$ cat src/rtl/core/qphs_pkg.sv
// Shared constants, codes and interface types of the quadratic probing hash set.
package qphs_pkg;

   // Table geometry
   localparam int CAPACITY = 1024;
   localparam int SLOT_W   = $clog2(CAPACITY);
   localparam int CNT_W    = SLOT_W + 1;

   // Field widths
   localparam int KEY_W    = 31;
   localparam int CMD_W    = 2;
   localparam int STATUS_W = 3;
   localparam int SIZE_W   = 11;

   // Table size register
   localparam logic [SIZE_W-1:0] SIZE_RESET = SIZE_W'(1021);
   localparam logic [SIZE_W-1:0] SIZE_MIN   = SIZE_W'(2);

   // Remainder unit: dividend padded to whole nibbles, four bits per cycle
   localparam int DIV_STEPS  = 4;
   localparam int DVD_W      = 32;
   localparam int DIV_CYCLES = DVD_W / DIV_STEPS;
   localparam int DIV_CNT_W  = $clog2(DIV_CYCLES);

   // Commands
   localparam logic [CMD_W-1:0] CMD_INSERT = 2'd0;
   localparam logic [CMD_W-1:0] CMD_REMOVE = 2'd1;
   localparam logic [CMD_W-1:0] CMD_SEARCH = 2'd2;

   // Result status codes
   localparam logic [STATUS_W-1:0] ST_INSERTED    = 3'd0;
   localparam logic [STATUS_W-1:0] ST_DUPLICATE   = 3'd1;
   localparam logic [STATUS_W-1:0] ST_PROBE_LIMIT = 3'd2;
   localparam logic [STATUS_W-1:0] ST_REMOVED     = 3'd3;
   localparam logic [STATUS_W-1:0] ST_NOT_FOUND   = 3'd4;
   localparam logic [STATUS_W-1:0] ST_FOUND       = 3'd5;
   localparam logic [STATUS_W-1:0] ST_SEARCH_MISS = 3'd6;

   // Register indexes
   localparam logic REG_TABLE_SIZE = 1'b0;

   // Remainder unit request and response
   typedef struct packed {
      logic              start;
      logic [KEY_W-1:0]  dividend;
      logic [CNT_W-1:0]  divisor;
   } div_req_type;

   typedef struct packed {
      logic              done;
      logic [SLOT_W-1:0] remainder;
   } div_rsp_type;

endpackage

$ cat src/rtl/core/qphs_rem_unit.sv
// Iterative key modulo table size, four restoring steps per cycle.
module qphs_rem_unit (
   input  logic                 clock,
   input  logic                 reset,
   input  qphs_pkg::div_req_type div_req,
   output qphs_pkg::div_rsp_type div_rsp
);

   logic                               busy_ff, busy_in;
   logic                               done_ff, done_in;
   logic [qphs_pkg::DIV_CNT_W-1:0]     cnt_ff, cnt_in;
   logic [qphs_pkg::DVD_W-1:0]         dvd_ff, dvd_in;
   logic [qphs_pkg::SLOT_W-1:0]        rem_ff, rem_in;
   logic [qphs_pkg::CNT_W-1:0]         dsr_ff, dsr_in;
   logic [qphs_pkg::SLOT_W-1:0]        rem_step;

   // Four dependent compare-subtract steps on the partial remainder
   always_comb begin
      logic [qphs_pkg::CNT_W-1:0] t;
      rem_step = rem_ff;
      for (int k = 0; k < qphs_pkg::DIV_STEPS; k++) begin
         t = {rem_step, dvd_ff[qphs_pkg::DVD_W-1-k]};
         if (t >= dsr_ff) begin
            t = t - dsr_ff;
         end
         rem_step = t[qphs_pkg::SLOT_W-1:0];
      end
   end

   // Sequencing
   always_comb begin
      busy_in = busy_ff;
      done_in = 1'b0;
      cnt_in  = cnt_ff;
      dvd_in  = dvd_ff;
      rem_in  = rem_ff;
      dsr_in  = dsr_ff;
      if (div_req.start) begin
         busy_in = 1'b1;
         cnt_in  = '0;
         dvd_in  = {{(qphs_pkg::DVD_W - qphs_pkg::KEY_W){1'b0}}, div_req.dividend};
         rem_in  = '0;
         dsr_in  = div_req.divisor;
      end else if (busy_ff) begin
         rem_in = rem_step;
         dvd_in = dvd_ff << qphs_pkg::DIV_STEPS;
         cnt_in = cnt_ff + 1'b1;
         if (cnt_ff == qphs_pkg::DIV_CNT_W'(qphs_pkg::DIV_CYCLES - 1)) begin
            busy_in = 1'b0;
            done_in = 1'b1;
         end
      end
   end

   always_ff @(posedge clock) begin
      if (reset) begin
         busy_ff <= 1'b0;
         done_ff <= 1'b0;
         cnt_ff  <= '0;
      end else begin
         busy_ff <= busy_in;
         done_ff <= done_in;
         cnt_ff  <= cnt_in;
      end
      dvd_ff <= dvd_in;
      rem_ff <= rem_in;
      dsr_ff <= dsr_in;
   end

   assign div_rsp.done      = done_ff;
   assign div_rsp.remainder = rem_ff;

endmodule

$ cat config.mk
export PLATFORM = sky130hd
export DESIGN_NAME = qphs_rem_unit
export DESIGN_NICKNAME = d
export VERILOG_FILES = /design/src/rtl/core/qphs_pkg.sv /design/src/rtl/core/qphs_rem_unit.sv
export SDC_FILE = /design/constraint.sdc
export NUM_CORES = 1
export LEC_CHECK = 0
export ABC_AREA = 1
export BUFFER_PORTS_ARGS = -buffer_cell sky130_fd_sc_hd__buf_2
export CAP_MARGIN = 20
export CORE_ASPECT_RATIO = 1.2
export CORE_MARGIN = 4
export CORE_UTILIZATION = 55
export CTS_CLUSTER_SIZE = 12
export DETAILED_ROUTE_END_ITERATION = 10
export PLACE_DENSITY_LB_ADDON = 0.08
export SYNTH_ARGS = -nofsm -noshare
export SYNTH_HDL_FRONTEND = slang
export SYNTH_SLANG_ARGS = --single-unit
$ cat constraint.sdc
create_clock -name clock -period 7.4 [get_ports clock]
set_input_delay 1.11 -clock clock [delete_from_list [all_inputs] [get_ports clock]]
set_output_delay 1.11 -clock clock [all_outputs]
set_load 0.01 [all_outputs]
==> metrics, run 1 <==
status complete, no violations; Place WS 0.6436 ns; setup violators final 0; number of top-level design ports 56; GPL Wtd Cong between 0.9 and 1; min setup slack post-route ~0.84 ns; largest area contributor in the netlist edfxtp_1; clock skew around 0.0062 ns; ys flop type edfxtp_1; Synth async-reset ratio 0; Cell variety after synth 42; die area a little over 0.01 mm^2; Net Sw Power approximately 1.1 mW; Max-Cap Viols 0; RSZ-0062 raised after global routing no; Initial DRC Count around 190; WP data arrival slightly below 7 ns; cell count after synthesis around 640; Post-DRT Antenna Nets 0; WP data required between 7 and 8 ns; fin crit period ~6.6 ns; Final Hold Vio Count 0; clock root cell clkbuf_8; post-synthesis net count 732; Sum Neg Setup Slack 0 ns; crit path max fanout 12; Pins Over Slew Limit 0; leakage roughly 2.9 nW; pin count of the biggest net entering global routing 47; Via density 5.285; Slew headroom 0.3681; post-synth top area share 0.2667; post-synth design cell area ~0.0047 mm^2; DRT Wirelength roughly 12000 um; worst skew pair latency 0.34 ns; CTS max path bufs 2; WP buf/inv 5; crit path max-delay cell type edfxtp_1; Max stage delay on crit path between 0.4 and 0.5 ns; GRT Total Usage 0.2541; Final Cell Area approximately 0.0053 mm^2; internal power approximately 1.1 mW; placed inst area around 0.0051 mm^2; first-pass GRT wire length approximately 20000 um; Critical Path End Type flop; non-filler cells, final slightly above 800; most frequent CP cell nand2_1; Critical Path Source Type flop; initial antenna violation count 0; Comb power frac 0.682; Worst Hold Class flop to flop; Clk pwr share 0.130; I/O Buffers 55; drt drc 0; clk slew on worst S/H paths 0.07 ns; die width ~93 um; CTS Buf Count 9; CTS tree built; fin nets 793; dpl cells around 800; number of enable flip-flop cells after synthesis between 40 and 50; critical path type flop to flop; Worst VDD drop roughly 0.25 mV; vias post-DR 4318; YS warnings 0; 1st-pass router iterations 5; vias in the first global route 4236; total power between 2 and 2.5 mW; Seq/Total Area, Yosys 0.3344; switching share of power 0.4849; die span in y 109.6 um; Synth area leaders edfxtp_1 (27%), nand2_1 (19%), ha_1 (12%), dfxtp_1 (6.8%), nand3_1 (5.1%); P per Cell Area between 400 and 500 mW/mm^2; Top delay family on crit path simple AND/OR/NAND/NOR gates; DP HPWL around 9500 um; Area growth syn-to-layout 12.51%; total gr overflow 0; core area around 0.0082 mm^2; #FFs+latches synth 58; Cell Rows 36; fmax approximately 150 MHz; sequential fraction of design power 0.188; H-tree depth 3; WL/cell about 15 um; mean area per synthesized cell 7.425 um^2; diode count 0; Final period util 0.8869; Sinks on Clock Net a little under 60; Slew @ Worst Pin roughly 0.94 ns; layout cells sized above 1 0.1593; Initial Util 0.5738
[stage by stage]
step / hold slack (ns) / util
3_3_place_gp: 0.4305 / 0.6192
6_report: 0.4513 / 0.6456
2_1_floorplan: 0.4215 / -
4_1_cts: 0.4494 / 0.6428
5_1_grt: 0.4608 / 0.6456
3_5_place_dp: 0.4331 / 0.6192
[cell usage in the layout, fill, tap and decap left out, types with 6 or more instances in the layout]
cell type / count
nand2_1: 245
inv_1: 63
buf_2: 55
nand3_1: 48
ha_1: 46
edfxtp_1: 42
a21oi_1: 33
nor2_1: 30
xnor2_1: 16
dfxtp_1: 16
xor2_1: 11
nand3_2: 10
clkbuf_8: 10
nand2_2: 8
o21ai_0: 8
buf_4: 7
or2_2: 6
[power groups by stage]
stage / clock network [mW] / registers (mW) / logic, mW
after floorplan: 0 / 0.417 / 1.16
after global placement: 0 / 0.424 / 1.43
after detailed placement: 0 / 0.425 / 1.45
after CTS: 0.298 / 0.418 / 1.46
after global routing: 0.310 / 0.421 / 1.70
final: 0.289 / 0.418 / 1.52
[final cells by class]
| cell class | instances | area, um^2 |
|---|---|---|
| fillers | 818 | 2922 |
| multi-input cells | 501 | 2826 |
| flip-flops and latches | 58 | 1582 |
| repair buffers | 62 | 327.8 |
| inverters | 66 | 247.7 |
| well taps | 114 | 142.6 |
| clock buffers | 11 | 141.4 |
| clock inverters | 5 | 53.80 |
[final timing paths]
| check | start | endpoint | slack (ns) | cells past startpoint |
|---|---|---|---|---|
| setup reg to reg | dsr_ff[1] | rem_ff[6] | 0.84 | 37 |
| hold / removal | dvd_ff[27] | dvd_ff[31] | 0.45 | 2 |
| setup / recovery | dsr_ff[1] | rem_ff[6] | 0.84 | 37 |
| hold reg to reg | dvd_ff[27] | dvd_ff[31] | 0.45 | 2 |
[metal layers]
metal | up-vias | track usage | routed length [um]
met1 | 1988 | 0.2903 | 4926
met3 | 25 | 0.04654 | 567
met5 | - | 0 | 0
met2 | 105 | 0.4598 | 6130
li1 | 2200 | - | -
met4 | 0 | 0.1204 | 465
[logic make-up (layout without fill, tap and decap cells)]
logic type	Yosys count	in the layout	share of synthesized area
simple gates	365	365	0.3392
buf+inv	78	144	0.06799
compound gates	59	59	0.06984
flops	58	58	0.3344
fa+ha+maj	50	50	0.1386
xor+xnor	27	27	0.05000
[registers in the layout (all words and copies together) (netlist names)]
signal / flops
busy_ff: 1
cnt_ff: 3
done_ff: 1
dsr_ff: 11
dvd_ff: 32
rem_ff: 10
[cell usage after synthesis, types with 4 or more instances]
library cell and n:
a21o_1 4, ha_1 46, nand2_2 8, nand3_2 10
clkbuf_1 5, o21ai_0 9, nor2_1 30, nand3_1 48
dfxtp_1 16, xor2_1 11, xnor2_1 16, or2_2 6
nand2_1 245, fa_1 4, inv_1 63, a21oi_1 33
edfxtp_1 42
[timing repair]
action                                  in CTS  in global routing
buffers inserted                             0                  3
gates resized for setup                      0                  1
hold buffers                                 0                  0
endpoints found under the setup margin       0                  9
[worst reg2reg max path: cells and delay by family (launching register included)]
| family | cells | cell delay [ns] |
|---|---|---|
| AOI/OAI and AO/OA | 3 | 0.48 |
| adders and majority gates | 4 | 1.27 |
| buffers and inverters | 5 | 0.99 |
| DFF | 1 | 0.48 |
| and+or+nand+nor | 25 | 3.22 |
Note: power is estimated with default switching activity, not from simulation.
==> inputs of run 2 (changes only) <==
CORE_UTILIZATION = 54   (was 55)
clock period = 5.4 ns   (was 7.4 ns; I/O delays follow)
==> run 2 against run 1 <==
Against the previous run: the run now ends with negative setup slack left; die area rose by 1.7%; wire length up 120%; global-route usage is 10 points higher; maximum frequency grew 3.1%; final area increased by 53%; first-iteration DRC count increased to 4.5 times the previous value; via count rose by 51%; critical path type unchanged; highest routed layer is now met5.
==> metrics, run 2 (same netlist as run 1, synthesis figures left out) <==
P per Cell Area 725.2 mW/mm^2 (was 417.9 mW/mm^2); worst hold margin 0.4658 ns (was 0.4513 ns); commonest non-fill, non-tap cell in the layout nand2_1 (unchanged); GPL Wtd Cong 0.9405 (was 0.9925); CTS Buf Count 9 (unchanged); first-pass GRT wire length 28320 um (was 19910 um); WP data arrival 6.64 ns (was 6.80 ns); fmax 157.1 MHz (was 152.4 MHz); Slew @ Worst Pin 0.7692 ns (was 0.9444 ns); die span in y 110.5 um (was 109.6 um); status finished, violations left (was complete, no violations); Sinks on Clock Net 58 (unchanged); WL/cell 26.05 um (was 14.80 um); drt drc 0 (unchanged); layout cells sized above 1 0.5477 (was 0.1593); vias in the first global route 5777 (was 4236); fin nets 981 (was 793); most frequent cells in the layout nand2_1 (182), buf_4 (171), buf_2 (55) (was nand2_1 (245), inv_1 (63), buf_2 (55)); vias post-DR 6515 (was 4318); clock skew 0.007907 ns (was 0.006239 ns); Sum Neg Setup Slack -8.592 ns (was 0 ns); CTS max path bufs 2 (unchanged); Max stage delay on crit path 0.37 ns (was 0.48 ns); Largest Register dvd_ff (unchanged); setup violators final 10 (was 0); Initial DRC Count 847 (was 188); biggest regs dvd_ff x32, dsr_ff x11, rem_ff x10 (unchanged); RSZ-0062 raised after global routing yes (was no); Pins Over Slew Limit 0 (unchanged); H-tree depth 3 (unchanged); DRT Wirelength 26280 um (was 12090 um); most frequent CP cell nand2_1 (unchanged); core area 0.008564 mm^2 (was 0.008243 mm^2); Worst Hold Class flop to flop (unchanged); worst skew pair latency 0.35 ns (was 0.34 ns); total gr overflow 0 (unchanged); clock root cell clkbuf_8 (unchanged); Final Cell Area 0.008128 mm^2 (was 0.005321 mm^2); 1st-pass router iterations 6 (was 5); pin count of the biggest net entering global routing 47 (unchanged); Max-Cap Viols 0 (unchanged); Critical Path Source Type flop (unchanged); Worst VDD drop 0.5155 mV (was 0.2485 mV); Slew headroom 0.4853 (was 0.3681); GRT Total Usage 0.3551 (was 0.2541); Critical Path End Type flop (unchanged); CTS tree built (unchanged); fill cell count 239 (was 818); Initial Util 0.5522 (was 0.5738); critical path type flop to flop (unchanged); Post-DRT Antenna Nets 0 (unchanged); WP data required 5.67 ns (was 7.64 ns); dpl cells 949 (was 798); die area 0.01033 mm^2 (was 0.01015 mm^2); max reg flops 32 (unchanged); die width 93.43 um (was 92.65 um); placed inst area 0.006247 mm^2 (was 0.005104 mm^2); clk slew on worst S/H paths 0.07 ns (about the same); Area growth syn-to-layout 71.85% (was 12.51%); Via density 6.457 (was 5.285); Place WS -0.5044 ns (was 0.6436 ns); crit path max-delay cell type fa_2 (was edfxtp_1); fin crit period 6.367 ns (was 6.563 ns); fin util 0.9490 (was 0.6456); failing checks negative setup slack; Final period util 1.179 (was 0.8869); initial antenna violation count 1 (was 0); Final Hold Vio Count 0 (unchanged); leakage 4.039 nW (was 2.906 nW); crit path max fanout 7 (was 12); non-filler cells, final 1009 (was 817); Cell Rows 37 (was 36); DP HPWL 11980 um (was 9493 um); number of top-level design ports 56 (unchanged); min setup slack post-route -0.9669 ns (was 0.8372 ns); I/O Buffers 55 (unchanged); total power 5.894 mW (was 2.224 mW)
-- run 2: changes by cell type in the layout (fill, tap and decap cells not counted), sizes merged --
cell and delta:
buf +185, clkinv +2, clkbuf -1, clkinvlp +1
diode +1, nand2 +1
-- run 2: power by group --
part	internal [mW]	switching (mW)
logic	2.18	2.75
clock network	0.210	0.184
registers	0.533	0.0392
total	2.92	2.97
-- run 2: timing repair --
item                       CTS  global route
buffers inserted            19            20
gates resized for setup    116           164
hold buffers                 0             0
setup endpoints to repair   10            10
pin swaps                   53            91
gates cloned                 4             1
-- run 2: final timing paths --
path | cells after the start | slack [ns] | from | to
setup / recovery | 41 | -0.97 | dvd_ff[31] | rem_ff[6]
setup reg to reg | 41 | -0.97 | dvd_ff[31] | rem_ff[6]
hold / removal | 2 | 0.47 | cnt_ff[2] | cnt_ff[2]
hold reg to reg | 2 | 0.47 | cnt_ff[2] | cnt_ff[2]
-- run 2: critical path, delay by kind of cell (launching register included) --
family	cells	cell delay, ns
fa+ha+maj	5	1.42
buf+inv	10	1.12
xor+xnor	1	0.28
flops	1	0.33
compound gates	2	0.32
simple gates	23	2.80
-- run 2: layout make-up --
type	instances	area, um^2	area share
Antenna cell	1	2.502	0.0003079
Sequential cell	58	1582	0.1946
Timing Repair inverter	2	13.76	0.001693
Clock buffer	10	127.6	0.01570
Inverter	66	255.2	0.03140
Clock inverter	6	57.56	0.007081
Tap cell	117	146.4	0.01801
Timing Repair Buffer	247	1824	0.2244
Multi-Input combinational cell	502	4119	0.5068
-- run 2: routing by layer --
| layer | up-vias | part of all wire | global-route usage |
|---|---|---|---|
| li1 | 2586 | - | - |
| met1 | 2924 | 0.31 | 0.3768 |
| met2 | 672 | 0.43 | 0.6054 |
| met3 | 329 | 0.13 | 0.07902 |
| met4 | 4 | 0.12 | 0.2561 |
| met5 | - | 0.0041 | 0 |
==> inputs of run 3 (changes only) <==
CORE_UTILIZATION = 25   (was 54)
PLACE_DENSITY_LB_ADDON = 0.12   (was 0.08)
SETUP_SLACK_MARGIN = 0.4   (was unset)
==> run 3 against run 2 <==
Against the previous run: the run still ends with negative setup slack left; wire length decreased by 36%; via count shrank 24%; worst setup slack better by 0.82 ns; critical path type unchanged.
==> metrics, run 3 (same netlist as run 1, synthesis figures left out) <==
fmax 180.2 MHz (was 157.1 MHz); Max stage delay on crit path 0.46 ns (was 0.37 ns); crit path max-delay cell type dfxtp_1 (was fa_2); clock root cell clkbuf_16 (was clkbuf_8); GPL Wtd Cong 0.8786 (was 0.9405); Area growth syn-to-layout 71.98% (was 71.85%); WP data required 5.60 ns (was 5.67 ns); Critical Path Source Type flop (unchanged); WL/cell 14.97 um (was 26.05 um); Final Hold Vio Count 0 (unchanged); sequential fraction of design power 0.106 (was 0.097); biggest regs dvd_ff x32, dsr_ff x11, rem_ff x10 (unchanged); failing checks negative setup slack (unchanged); min setup slack post-route -0.1505 ns (was -0.9669 ns); vias in the first global route 5233 (was 5777); Pins Over Slew Limit 0 (unchanged); Critical Path End Type flop (unchanged); most frequent cells in the layout nand2_1 (203), buf_4 (163), buf_2 (55) (was nand2_1 (182), buf_4 (171), buf_2 (55)); Max-Cap Viols 0 (unchanged); Final Cell Area 0.008134 mm^2 (was 0.008128 mm^2); crit path max fanout 11 (was 7); drt drc 0 (unchanged); status finished, violations left (unchanged); CTS tree built (unchanged); total gr overflow 0 (unchanged); Post-DRT Antenna Nets 0 (unchanged); placed inst area 0.006591 mm^2 (was 0.006247 mm^2); Worst VDD drop 0.2971 mV (was 0.5155 mV); Clk pwr share 0.114 (was 0.067); Worst Hold Class flop to flop (unchanged); RSZ-0062 raised after global routing yes (unchanged); vias post-DR 4928 (was 6515); Slew @ Worst Pin 0.9455 ns (was 0.7692 ns); layout cells sized above 1 0.5224 (was 0.5477); 1st-pass router iterations 4 (was 6); fin nets 961 (was 981); CTS max path bufs 2 (unchanged); GRT Total Usage 0.1609 (was 0.3551); Largest Register dvd_ff (unchanged); number of top-level design ports 56 (unchanged); setup violators final 10 (unchanged); Initial Util 0.2574 (was 0.5522); H-tree depth 3 (unchanged); DP HPWL 12980 um (was 11980 um); die width 133.6 um (was 93.43 um); worst skew pair latency 0.32 ns (was 0.35 ns); pin count of the biggest net entering global routing 47 (unchanged); hold_buf cts 0 (unchanged); Initial DRC Count 135 (was 847); Comb power frac 0.780 (was 0.836); Sinks on Clock Net 58 (unchanged); fin crit period 5.550 ns (was 6.367 ns); DRT Wirelength 16810 um (was 26280 um); internal power 2.985 mW (was 2.924 mW); Via density 4.388 (was 6.457); commonest non-fill, non-tap cell in the layout nand2_1 (unchanged); leakage 3.926 nW (was 4.039 nW); Sum Neg Setup Slack -1.175 ns (was -8.592 ns); I/O Buffers 55 (unchanged); P per Cell Area 658.7 mW/mm^2 (was 725.2 mW/mm^2); Cell Rows 54 (was 37); die span in y 158.7 um (was 110.5 um); first-pass GRT wire length 26750 um (was 28320 um); clock skew 0.007739 ns (was 0.007907 ns); CTS Buf Count 9 (unchanged); Place WS -0.6152 ns (was -0.5044 ns); switching share of power 0.4429 (was 0.5039); max reg flops 32 (unchanged); Net Sw Power 2.373 mW (was 2.970 mW); core area 0.01838 mm^2 (was 0.008564 mm^2); diode count 0 (was 1); Slew headroom 0.3673 (was 0.4853); Final period util 1.028 (was 1.179); WP data arrival 5.75 ns (was 6.64 ns); die area 0.02119 mm^2 (was 0.01033 mm^2); clk slew on worst S/H paths 0.05 ns (was 0.07 ns); initial antenna violation count 1 (unchanged); critical path type flop to flop (unchanged)
## run 3: worst paths after layout
kind | from | endpoint | slack (ns) | cells after the start
worst max register to register | rem_ff[8] | rem_ff[0] | -0.15 | 35
worst max-delay path | rem_ff[8] | rem_ff[0] | -0.15 | 35
worst min-delay path | dvd_ff[27] | dvd_ff[31] | 0.45 | 2
worst min register to register | dvd_ff[27] | dvd_ff[31] | 0.45 | 2
## run 3: power by group through the flow
| stage | logic [mW] | clock network [mW] | registers, mW |
|---|---|---|---|
| final | 4.18 | 0.611 | 0.567 |
| after global placement | 2.99 | 0 | 0.571 |
| after floorplan | 1.84 | 0 | 0.575 |
| after CTS | 3.65 | 0.627 | 0.567 |
| after global routing | 4.55 | 0.649 | 0.572 |
| after detailed placement | 2.98 | 0 | 0.571 |
## run 3: routing by layer
layer	up-vias	GRT usage	share of wire
li1	2541	-	-
met1	2286	0.1924	0.44
met2	76	0.2943	0.50
met3	23	0.02402	0.029
met4	2	0.05781	0.029
met5	-	0	0.00077
## run 3: per-stage QoR
stage / utilization / instances / hold slack, ns / power, mW
2_1_floorplan: - / 637 / 0.4215 / 2.410
3_3_place_gp: 0.3587 / 1074 / 0.4464 / 3.557
3_5_place_dp: 0.3587 / 1074 / 0.4447 / 3.548
4_1_cts: 0.4156 / 1112 / 0.4556 / 4.842
5_1_grt: 0.4426 / 1123 / 0.4710 / 5.767
6_report: 0.4426 / 1123 / 0.4471 / 5.358
## run 3: area by class of cell
class,instances,area (um^2)
Fill cell,1873,10240
Multi-Input combinational cell,501,3990
Timing Repair Buffer,229,1657
Sequential cell,58,1587
Tap cell,252,315.3
Inverter,66,257.7
Clock buffer,11,242.7
Clock inverter,5,77.57
Timing Repair inverter,1,7.507
## run 3: what timing repair did
action,4_1_cts,5_1_grt
resized for setup,108,92
pin swaps,27,64
cloned,1,0
setup buffers,21,11
setup endpoints to repair,10,10
## run 3: critical path: cells and delay by family (launching register included)
kind            cells  cell delay, ns
compound gates      5            0.81
simple gates       20            2.32
fa+ha+maj           4            0.97
buf+inv             6            0.84
flops               1            0.46
